<file path="config.mk">
export PLATFORM = sky130hd
export DESIGN_NAME = encoder_period_speed_meter
export DESIGN_NICKNAME = d
export VERILOG_FILES = /design/src/rtl/core/eps_pkg.sv /design/src/rtl/core/encoder_period_speed_meter.sv /design/src/rtl/core/eps_front.sv /design/src/rtl/core/eps_queue.sv /design/src/rtl/core/eps_back.sv
export SDC_FILE = /design/constraint.sdc
export NUM_CORES = 1
export LEC_CHECK = 0
export ABC_AREA = 1
export BUFFER_PORTS_ARGS = -buffer_cell sky130_fd_sc_hd__buf_4
export CAP_MARGIN = 20
export CORE_MARGIN = 2
export CORE_UTILIZATION = 50
export DETAILED_ROUTE_END_ITERATION = 7
export PLACE_DENSITY = 0.72
export SLEW_MARGIN = 20
export SYNTH_ARGS = -nofsm -noshare
export SYNTH_HDL_FRONTEND = slang
export SYNTH_SLANG_ARGS = --single-unit
</file>
<file path="constraint.sdc">
create_clock -name clk -period 2.7 [get_ports clk]
set_input_delay 0.405 -clock clk [delete_from_list [all_inputs] [get_ports clk]]
set_output_delay 0.405 -clock clk [all_outputs]
set_load 0.03 [all_outputs]
</file>
<file path="src/rtl/core/eps_pkg.sv">
// eps_pkg: shared types and constants of the encoder period speed meter
// no dependencies; imported by every module of the block
package eps_pkg;

	localparam int unsigned SPEED_W = 15;
	localparam int unsigned WHOLE_W = 8;
	localparam int unsigned PERIOD_OUT_W = 16;
	localparam int unsigned RPM_W = 32;
	localparam int unsigned DIV_STEPS = RPM_W;
	localparam int unsigned DIV_CNT_W = $clog2(DIV_STEPS);

	localparam logic [RPM_W-1:0] RPM_CONSTANT_RESET = 32'd10000000;
	localparam logic [SPEED_W-1:0] SPEED_MAX = 15'h7FFF;

	typedef struct packed {
		logic tick;
		logic edge_req;
	} in_item_t;

	typedef struct packed {
		logic [SPEED_W-1:0] speed_q;
		logic [WHOLE_W-1:0] speed_whole;
		logic [PERIOD_OUT_W-1:0] period_ticks;
	} out_item_t;

	typedef enum logic [1:0] {
		BK_IDLE,
		BK_DIV,
		BK_DONE
	} back_state_t;

endpackage

</file>
<file path="src/rtl/core/encoder_period_speed_meter.sv">
// Encoder period speed meter. Every accepted item gives one result. Items
// without an encoder edge, or with an edge at a zero count, pass the job queue
// and the result register at one per cycle while the divider is idle and the
// result is popped or absent. An edge with a nonzero count starts a restoring
// divider of rpm_constant by the period, one quotient bit per cycle, while a
// four-entry job queue absorbs arriving ticks before full is raised. A write to
// rpm_constant acts from the next edge on; the held speed is not recomputed.
// depends on eps_pkg, eps_front, eps_queue, eps_back
module encoder_period_speed_meter import eps_pkg::*; #(
	parameter int unsigned COUNTER_WIDTH = 16,
	parameter int unsigned FRACTION_BITS = 7
) (
	input  logic             clk,
	input  logic             arst_n,
	input  logic             cfg_wr_en,
	input  logic [RPM_W-1:0] cfg_wr_data,
	input  logic             push,
	output logic             full,
	input  in_item_t         in_item,
	output logic             empty,
	input  logic             pop,
	output out_item_t        out_item
);

	localparam int unsigned JOB_W = COUNTER_WIDTH + 1;

	logic                     accept;
	logic                     job_push;
	logic                     job_edge;
	logic [COUNTER_WIDTH-1:0] job_period;
	logic [JOB_W-1:0]         job_wdata;
	logic [JOB_W-1:0]         job_rdata;
	logic                     job_pop;
	logic                     job_empty;
	logic                     out_pop;

	assign accept = push && !full;
	assign out_pop = pop && !empty;
	assign job_wdata = {job_edge, job_period};

	eps_front #(
		.COUNTER_WIDTH(COUNTER_WIDTH)
	) u_front (
		.clk        (clk),
		.arst_n     (arst_n),
		.accept     (accept),
		.item       (in_item),
		.job_push   (job_push),
		.job_edge   (job_edge),
		.job_period (job_period)
	);

	eps_queue #(
		.WIDTH(JOB_W)
	) u_queue (
		.clk    (clk),
		.arst_n (arst_n),
		.push   (job_push),
		.wdata  (job_wdata),
		.full   (full),
		.pop    (job_pop),
		.rdata  (job_rdata),
		.empty  (job_empty)
	);

	eps_back #(
		.COUNTER_WIDTH(COUNTER_WIDTH),
		.FRACTION_BITS(FRACTION_BITS)
	) u_back (
		.clk         (clk),
		.arst_n      (arst_n),
		.cfg_wr_en   (cfg_wr_en),
		.cfg_wr_data (cfg_wr_data),
		.job_empty   (job_empty),
		.job_edge    (job_rdata[JOB_W-1]),
		.job_period  (job_rdata[COUNTER_WIDTH-1:0]),
		.job_pop     (job_pop),
		.empty       (empty),
		.pop         (out_pop),
		.item        (out_item)
	);

endmodule

</file>
<file path="src/rtl/core/eps_front.sv">
// eps_front: tick counter and edge classification of incoming items
// depends on eps_pkg; feeds jobs {edge, period} into the job queue
module eps_front import eps_pkg::*; #(
	parameter int unsigned COUNTER_WIDTH = 16
) (
	input  logic                     clk,
	input  logic                     arst_n,
	input  logic                     accept,
	input  in_item_t                 item,
	output logic                     job_push,
	output logic                     job_edge,
	output logic [COUNTER_WIDTH-1:0] job_period
);

	logic [COUNTER_WIDTH-1:0] tick_count_q;
	logic [COUNTER_WIDTH-1:0] count_base;

	// edge clears the counter before the tick is applied
	assign count_base = item.edge_req ? '0 : tick_count_q;

	always_ff @(posedge clk or negedge arst_n) begin
		if (!arst_n) begin
			tick_count_q <= '0;
		end else if (accept) begin
			tick_count_q <= count_base + COUNTER_WIDTH'(item.tick);
		end
	end

	assign job_push = accept;
	assign job_edge = item.edge_req;
	assign job_period = tick_count_q;

endmodule

</file>
<file path="src/rtl/core/eps_queue.sv">
// eps_queue: short job queue between the front and the divider back end
// depends on eps_pkg only by convention; generic width, four entries
module eps_queue import eps_pkg::*; #(
	parameter int unsigned WIDTH = 17
) (
	input  logic             clk,
	input  logic             arst_n,
	input  logic             push,
	input  logic [WIDTH-1:0] wdata,
	output logic             full,
	input  logic             pop,
	output logic [WIDTH-1:0] rdata,
	output logic             empty
);

	localparam int unsigned DEPTH = 4;
	localparam int unsigned PTR_W = $clog2(DEPTH);

	logic [WIDTH-1:0] mem [DEPTH];
	logic [PTR_W-1:0] wr_ptr_q;
	logic [PTR_W-1:0] rd_ptr_q;
	logic [PTR_W:0]   count_q;
	logic             do_push;
	logic             do_pop;

	assign full = (count_q == (PTR_W+1)'(DEPTH));
	assign empty = (count_q == '0);
	assign do_push = push && !full;
	assign do_pop = pop && !empty;
	assign rdata = mem[rd_ptr_q];

	always_ff @(posedge clk) begin
		if (do_push) begin
			mem[wr_ptr_q] <= wdata;
		end
	end

	always_ff @(posedge clk or negedge arst_n) begin
		if (!arst_n) begin
			wr_ptr_q <= '0;
			rd_ptr_q <= '0;
			count_q <= '0;
		end else begin
			if (do_push) begin
				wr_ptr_q <= wr_ptr_q + 1'b1;
			end
			if (do_pop) begin
				rd_ptr_q <= rd_ptr_q + 1'b1;
			end
			if (do_push && !do_pop) begin
				count_q <= count_q + 1'b1;
			end else if (do_pop && !do_push) begin
				count_q <= count_q - 1'b1;
			end
		end
	end

endmodule

</file>
<file path="src/rtl/core/eps_back.sv">
// eps_back: speed computation with a bit-serial divider and the result register
// depends on eps_pkg; takes jobs from eps_queue, holds rpm_constant
module eps_back import eps_pkg::*; #(
	parameter int unsigned COUNTER_WIDTH = 16,
	parameter int unsigned FRACTION_BITS = 7
) (
	input  logic                     clk,
	input  logic                     arst_n,
	input  logic                     cfg_wr_en,
	input  logic [RPM_W-1:0]         cfg_wr_data,
	input  logic                     job_empty,
	input  logic                     job_edge,
	input  logic [COUNTER_WIDTH-1:0] job_period,
	output logic                     job_pop,
	output logic                     empty,
	input  logic                     pop,
	output out_item_t                item
);

	back_state_t              state_q;
	back_state_t              state_nxt;
	logic [RPM_W-1:0]         rpm_constant_q;
	logic [COUNTER_WIDTH-1:0] period_q;
	logic [SPEED_W-1:0]       speed_held_q;
	logic [DIV_CNT_W-1:0]     div_cnt_q;
	logic [COUNTER_WIDTH-1:0] rem_q;
	logic [RPM_W-1:0]         dq_q;
	logic                     out_valid_q;
	out_item_t                out_q;

	logic                     slot_free;
	logic                     div_job;
	logic                     start_div;
	logic                     load_out;
	logic [SPEED_W-1:0]       nxt_speed;
	logic [COUNTER_WIDTH-1:0] nxt_period;
	logic [COUNTER_WIDTH:0]   rem_shift;
	logic [COUNTER_WIDTH:0]   rem_sub;
	logic                     rem_ge;
	logic [COUNTER_WIDTH-1:0] rem_next;
	logic [RPM_W-1:0]         quot_final;
	logic [SPEED_W-1:0]       quot_sat;
	logic [SPEED_W-1:0]       whole_shift;
	logic [RPM_W-1:0]         period_wide;

	assign slot_free = !out_valid_q || pop;
	assign div_job = job_edge && (job_period != '0);

	// one restoring step per cycle, quotient bits shift into the dividend register
	assign rem_shift = {rem_q, dq_q[RPM_W-1]};
	assign rem_sub = rem_shift - {1'b0, period_q};
	assign rem_ge = (rem_shift >= {1'b0, period_q});
	assign rem_next = rem_ge ? rem_sub[COUNTER_WIDTH-1:0] : rem_shift[COUNTER_WIDTH-1:0];
	assign quot_final = {dq_q[RPM_W-2:0], rem_ge};
	assign quot_sat = (|quot_final[RPM_W-1:SPEED_W]) ? SPEED_MAX : quot_final[SPEED_W-1:0];

	always_comb begin
		state_nxt = state_q;
		job_pop = 1'b0;
		start_div = 1'b0;
		load_out = 1'b0;
		nxt_speed = speed_held_q;
		nxt_period = period_q;
		case (state_q)
			BK_IDLE: begin
				if (!job_empty) begin
					if (div_job) begin
						job_pop = 1'b1;
						start_div = 1'b1;
						state_nxt = BK_DIV;
					end else if (slot_free) begin
						job_pop = 1'b1;
						load_out = 1'b1;
						// zero period gives zero speed
						if (job_edge) begin
							nxt_speed = '0;
							nxt_period = '0;
						end
					end
				end
			end
			BK_DIV: begin
				if (div_cnt_q == DIV_CNT_W'(DIV_STEPS - 1)) begin
					state_nxt = BK_DONE;
				end
			end
			BK_DONE: begin
				if (slot_free) begin
					load_out = 1'b1;
					state_nxt = BK_IDLE;
				end
			end
			default: begin
				state_nxt = BK_IDLE;
			end
		endcase
	end

	always_ff @(posedge clk or negedge arst_n) begin
		if (!arst_n) begin
			state_q <= BK_IDLE;
			rpm_constant_q <= RPM_CONSTANT_RESET;
			period_q <= '0;
			speed_held_q <= '0;
			div_cnt_q <= '0;
			out_valid_q <= 1'b0;
		end else begin
			state_q <= state_nxt;
			if (cfg_wr_en) begin
				rpm_constant_q <= cfg_wr_data;
			end
			if (start_div) begin
				period_q <= job_period;
				div_cnt_q <= '0;
			end else if (state_q == BK_DIV) begin
				div_cnt_q <= div_cnt_q + 1'b1;
				if (div_cnt_q == DIV_CNT_W'(DIV_STEPS - 1)) begin
					speed_held_q <= quot_sat;
				end
			end else if (load_out) begin
				period_q <= nxt_period;
				speed_held_q <= nxt_speed;
			end
			if (load_out) begin
				out_valid_q <= 1'b1;
			end else if (pop) begin
				out_valid_q <= 1'b0;
			end
		end
	end

	always_ff @(posedge clk) begin
		if (start_div) begin
			rem_q <= '0;
			dq_q <= rpm_constant_q;
		end else if (state_q == BK_DIV) begin
			rem_q <= rem_next;
			dq_q <= quot_final;
		end
	end

	assign whole_shift = nxt_speed >> FRACTION_BITS;
	assign period_wide = RPM_W'(nxt_period);

	always_ff @(posedge clk) begin
		if (load_out) begin
			out_q.speed_q <= nxt_speed;
			out_q.speed_whole <= whole_shift[WHOLE_W-1:0];
			out_q.period_ticks <= period_wide[PERIOD_OUT_W-1:0];
		end
	end

	assign empty = !out_valid_q;
	assign item = out_q;

endmodule
</file>
Yosys cells after proc, flatten, opt, wreduce, memory -nomap -nowiden
Memories as Yosys holds them, arrays and structs flattened.
Index checks and enable logic that the tools add are counted.
{"block": "op_classes", "n_eq_ne": 9, "n_lt_le_gt_ge": 1, "add_sub_neg": 7, "n_reduce_logical": 25, "bitwise_logic": 1, "n_mux": 44}
{"operator": "$mux 16", "n": 10}
{"operator": "$mux 15", "n": 9}
{"operator": "$mux 32", "n": 2}
{"operator": "$ge 17x16->1", "n": 1}
{"operator": "$reduce_or 17->1", "n": 1}
{"operator": "$add 16x1->16", "n": 1}
{"operator": "$reduce_bool 16->1", "n": 1}
{"operator": "$sub 16x16->16", "n": 1}
{"operator": "$mux 1", "n": 13}
{"operator": "$mux 5", "n": 2}
{"operator": "$reduce_bool 2->1", "n": 5}
{"operator": "$mux 2", "n": 4}
{"operator": "$ne 2x1->1 const B", "n": 4}
{"operator": "$logic_and 1x1->1", "n": 7}
{"operator": "$mux 3", "n": 2}
{"operator": "$pmux 2 s3", "n": 1}
{"operator": "$add 5x1->5 const B", "n": 1}
{"operator": "$eq 5x5->1 const B", "n": 1}
{"operator": "$logic_not 1->1", "n": 5}
{"operator": "$add 2x1->2 const B", "n": 2}
{"operator": "$reduce_and 4->1", "n": 1}
{"operator": "$add 3x1->3 const B", "n": 1}
{"operator": "$eq 3x3->1 const B", "n": 1}
{"operator": "$logic_not 3->1", "n": 1}
{"operator": "10 further kinds", "n": 10}
{"block": "word_totals", "ff_bits": 181, "memories": 1, "out_inout_bits": 41, "ram_bits": 68, "in_bits": 39}
{"memory": "u_queue.mem", "words": 4, "width": 17, "read_ports": 1, "rd_ports_with_merged_regs": 0, "write_ports": 1, "line": "eps_queue.sv:19", "text": "logic [WIDTH-1:0] mem [DEPTH];"}

Depth between registers and ports, before layout
{"block": "logic_depth", "ltp_word": 10, "depth_mapped": 22, "mapped_depth_nobuf": 18}

By module
Synthesis repeated with hierarchy kept, for this count alone.
{"block": "hier_totals", "cells_unflattened": 1325, "hier_area_um2": 12081.6}
{"mod": "eps_back", "area_each_um2": 7534.7, "instances": 1, "seq_area_each_um2": 3998.8, "cells_per_inst": 910}
{"mod": "eps_queue", "area_each_um2": 3415.8, "instances": 1, "seq_area_each_um2": 2217.1, "cells_per_inst": 259}
{"mod": "eps_front", "area_each_um2": 1111.1, "instances": 1, "seq_area_each_um2": 400.4, "cells_per_inst": 152}
{"mod": "encoder_period_speed_meter", "area_each_um2": 20.0, "instances": 1, "seq_area_each_um2": 0.0, "cells_per_inst": 4}

Least setup slack after synthesis
Ideal clock, no wire load.
{"block": "synth_path", "kind": "register -> register", "startpoint": "register u_queue.rd_ptr_q[0]", "endpoint": "register u_queue.count_q[2]", "arrival_ns": 2.569, "path_slack_ns": 0.000, "stages_incl_launch_ff": 22, "path_buffers": 4, "setup_ns": 0.131, "path_cell_list": "dfrtp_1 > buf_4 > buf_2 > nand2_1 > nand3_1 > nand2_1 > nand2_1 > nor2_1 > nand2_1 > nor2_1 > nor2_1 > nand2_1 > buf_4 > buf_6 > nand2_2 > inv_1 > ha_1 > inv_1 > fa_1 > a21oi_1 > o21ai_0 > xor2_1"}
{"block": "synth_between", "elab_chain_len": 10, "elab_cells_between_ends": 12}
{"element": "from (decl)", "line": "eps_queue.sv:21", "text": "logic [PTR_W-1:0] rd_ptr_q;"}
{"element": "from (signal assigned)", "line": "eps_queue.sv:48", "text": "rd_ptr_q <= rd_ptr_q + 1'b1;"}
{"element": "$mem_v2 4x17 (*)"}
{"element": "$reduce_bool 16->1", "line": "eps_back.sv:47", "text": "assign div_job = job_edge && (job_period != '0);"}
{"element": "$logic_and 1x1->1 (*)", "line": "eps_back.sv:47"}
{"element": "$mux 1 (*)", "line": "eps_back.sv:67", "text": "if (div_job) begin"}
{"element": "$mux 1 (*)", "line": "eps_back.sv:66", "text": "if (!job_empty) begin"}
{"element": "$mux 1 (*)", "line": "eps_back.sv:64", "text": "case (state_q)"}
{"element": "$logic_and 1x1->1 (*)", "line": "eps_queue.sv:29", "text": "assign do_pop = pop && !empty;"}
{"element": "$logic_not 1->1", "line": "eps_queue.sv:50", "text": "if (do_push && !do_pop) begin"}
{"element": "$logic_and 1x1->1", "line": "eps_queue.sv:50"}
{"element": "$mux 3 / $reduce_bool 2->1 (equally long branches)"}
{"element": "to (signal assigned)", "line": "eps_queue.sv:51", "text": "count_q <= count_q + 1'b1;"}
{"element": "to (signal assigned)", "line": "eps_queue.sv:53", "text": "count_q <= count_q - 1'b1;"}
{"element": "to (decl)", "line": "eps_queue.sv:22", "text": "logic [PTR_W:0] count_q;"}
Mark *: on every way between the ends. The rest lies on a longest branch, timed or not.
A chain may end at the register's enable or synchronous reset.

Final worst setup path
Same ends and word-level chain as after synthesis.

==> flow_summary.yaml <==
setup_path:
  cp_slowest_stage_delay_ps: 470
  critical_path.n_buffers_inverters: 3
  cell_class_contributing_the_biggest_share_of_worst_path_delay: "simple AND/OR/NAND/NOR gates"
  cp-startpoint: "u_queue.rd_ptr_q[0]$_DFFE_PN0P_"
  crit_type: "register to register"
  crit_path_dat_ps: 3040
  slowest_stage: "dfrtp_2"
  r2r_slack_ps: 50
  critical_path.endpoint_type: "register"
  crit_required_ps: 3100
  cell_by_cell_listing_of_the_critical_path: "buf_8 -> nand2_1 -> nand3_1 -> nand2_1 -> nand2_1 -> nor2_2 -> nand2_2 -> nor2_4 -> nor2_1 -> nand2_2 -> nand2_2 -> inv_1 -> ha_2 -> inv_2 -> fa_2 -> a21oi_2 -> o21ai_1 -> xor2_1"
  r2r-start: "u_queue.rd_ptr_q[0]$_DFFE_PN0P_"
  crit_path_max_fanout: 20
  cp-start-kind: "register"
timing:
  grt_setup_unrepaired: "true"
  final-max-slew-violation-count: 0
  period_needed_ps: 2650
  hold_viol_final: 0
  clock-skew-final_ps: 15.1
  worst-slew-pin-transition_ps: 582
  postLayoutSetupSlackWorst_ps: 52.5
  max_clock_freq_mhz: 378
  max_slew_margin_pct: 61.2
  hold-worst-slack_ps: 91.1
  timing.final.crit_share_pct: 98.1
  finalSetupViolCount: 0
global_routing:
  gr-usage-all-layers_pct: 19.1
  global_route_wire_length_before_repair_um: 35100
  largest_net_degree_at_the_start_of_global_routing: 101
  antenna_found_initial: 0
  grt_pass1_vias: 7161
  grt-ovfl-total: 0
power:
  p_leak_nw: 5.65
  comb_power_share_pct: 40.5
  power.sequential.fraction_pct: 37.9
  internal-power_w: 0.00974
  power.clock.fraction_pct: 21.6
  irDropWorstVdd_mv: 0.565
  power.density_cell_area_mw_per_mm2: 1220
  psw_w: 0.00581
  netSwitchingFraction_pct: 37.4
route:
  first_pass_iters: 5
  routedWlPerCell_um: 14.5
  remaining_drc_errors: 0
  num_vias: 7823
  initialDrtViolationCount: 461
  post_route_wl_um: 22100
  via_per_inst: 5.13
  postRouteAntennaNets: 0
run_status:
  run_status: "finished, final reports clean"
synth:
  ys_top_cells_by_area: "edfxtp_1 (36%), dfrtp_1 (20%), nand2_1 (11%), o21ai_0 (5.6%), inv_1 (3.9%)"
  synth_top_cell_by_area: "edfxtp_1"
  yosysSeqAreaShare_pct: 60.7
  synth.cell_area_mm2: 0.0109
  synthesis.yosys.warnings: 0
  syn_avg_cell_area_um2: 9.55
  syn-num-nets: 1208
  postSynth.asyncResetShare_pct: 39.0
  synth_flop_cell: "edfxtp_1"
  synth_common_cells: "nand2_1 (322), edfxtp_1 (131), o21ai_0 (123)"
  synth_most_common_cell: "nand2_1"
  yosysUniqueCellTypes: 37
  synth_cells: 1142
  synth_largest_type_area_fraction_pct: 36.1
  synth_enable_flop_cells: 131
  ys_ff_latch: 241
cts:
  ctsRootBufferMaster: "clkbuf_16"
  clock_pin_slew_reported_for_the_worst_setup_and_hold_paths_after_clock_tree_synthesis_ps: 60
  tritoncts_clock_tree: "yes"
  clock_insertion_delay_worst_skew_ps: 520
  ctsHtreeMaxLevel: 1
  max-clock-path-buffers: 3
  cts_made_buffers: 25
  clkSinkCount: 241
min_path:
  worst_hold_startpoint: "cfg_wr_data[17]"
  hold_path_class: "input port to register"
place:
  post-place-ws_ps: 1.61
  post-dp-hpwl_um: 14700
  routabilityCongestion: 0.894
  placement.io_buffers: 79
  place_area_mm2: 0.0118
floorplanning:
  die_h_um: 152
  io_pins: 80
  start_util_pct: 50.4
  rows: 54
  coreArea_mm2: 0.0216
  die-width_um: 152
  fp.dieArea_mm2: 0.0230
final_layout:
  num_antenna_cells: 0
  final_area_mm2: 0.0127
  fillerInstances: 1825
  layout_cells_sized_above_1_pct: 14.5
  finalNetCount: 1293
  post-route-util_pct: 58.9
  syn2layout_area_growth_pct: 16.8
run:
  drv_cap: 0
==> through the flow <==
stage	cells	TNS (ps)	total power, W
floorplan	1142	0	0.0104
global placement	1477	0	0.0118
detailed placement	1477	0	0.0120
CTS	1524	0	0.0155
global route	1526	-151	0.0168
finish	1526	0	0.0155
==> kinds of logic (layout without fill, tap and decap cells) <==
logic type                 Yosys count  after routing  share of synthesized area (%)
AOI/OAI and AO/OA                  170            170                           8.05
adders and majority gates           27             27                           3.24
muxes                                1              1                          0.103
buffers and inverters              172            276                           6.96
DFF                                241            241                           60.7
xor gates and xnor gates            27             27                           2.17
and+or+nand+nor                    504            504                           18.8
==> worst min-delay path: stages <==
cell     delay (ps)
buf_4            70
nand2_1          40
o21ai_0          50
==> layout make-up <==
type	instances	area, um2	area share (%)
inverter	117	447	3.51
multi-input combinational	729	3570	28.0
clock buffer	32	662	5.19
timing repair buffer	113	953	7.48
sequential	241	6620	51.9
clock inverter	14	144	1.13
tap	280	350	2.75
==> final timing paths <==
check	to	cells past startpoint
worst min register to register	u_back.rem_q[1]$_SDFFE_PP0P_	2
worst min-delay path	u_back.rpm_constant_q[17]$_DFFE_PN0P_	3
worst max register to register	u_queue.count_q[2]$_DFFE_PN0P_	18
worst max-delay path	u_queue.count_q[2]$_DFFE_PN0P_	18
max in group asynchronous	u_back.rpm_constant_q[23]$_DFFE_PN1P_	3
min in group asynchronous	u_back.speed_held_q[12]$_DFFE_PN0P_	2
==> layer usage <==
layer  part of all wire (%)  up-vias  global-route usage, %
met4                    1.2        0                   4.58
met3                    4.7       23                   2.57
met5                      0        -                      0
met1                     46     3689                   27.2
li1                       -     3922                      -
met2                     48      189                   31.5
==> power groups by stage <==
| stage | Sequential (W) | Combinational [W] | Clock [W] |
|---|---|---|---|
| 5_1_grt | 0.00600 | 0.00717 | 0.00359 |
| 4_1_cts | 0.00587 | 0.00619 | 0.00342 |
| 3_5_place_dp | 0.00592 | 0.00612 | 0 |
| 6_report | 0.00589 | 0.00630 | 0.00336 |
| 3_3_place_gp | 0.00588 | 0.00597 | 0 |
| 2_1_floorplan | 0.00579 | 0.00462 | 0 |
==> flip-flops by register name, indices dropped and copies added, names as in the netlist, 3 cells and up <==
signal	flops
u_back.div_cnt_q	5
u_back.dq_q	32
u_back.item	31
u_back.period_q	16
u_back.rem_q	16
u_back.rpm_constant_q	32
u_back.speed_held_q	15
u_front.job_period	16
u_queue.count_q	3
u_queue.mem	68
==> cell usage in the layout (no fill, tap or decap), types with 5 or more instances in the layout <==
| cell | n |
|---|---|
| ha_1 | 24 |
| clkinv_1 | 7 |
| dfxtp_1 | 16 |
| a21oi_1 | 30 |
| inv_1 | 111 |
| o21ai_1 | 7 |
| nand4_1 | 6 |
| edfxtp_1 | 131 |
| nor2_1 | 71 |
| nand2_2 | 9 |
| xnor2_1 | 15 |
| xor2_1 | 12 |
| nor3_1 | 5 |
| o21ai_0 | 122 |
| clkbuf_16 | 26 |
| buf_4 | 104 |
| dfstp_2 | 8 |
| nand2_1 | 316 |
| clkbuf_1 | 6 |
| nand3_1 | 82 |
| dfrtp_1 | 85 |
| nor4_1 | 5 |
==> repair_timing <==
item                                    4_1_cts  5_1_grt
gates cloned                                  0        1
hold endpoints to repair                     42        0
hold buffers                                  1        0
buffers inserted                              0        1
pin swaps                                     0        2
endpoints found under the setup margin        1       19
gates resized for setup                       5       18
Power figures use the tool's default switching activity.
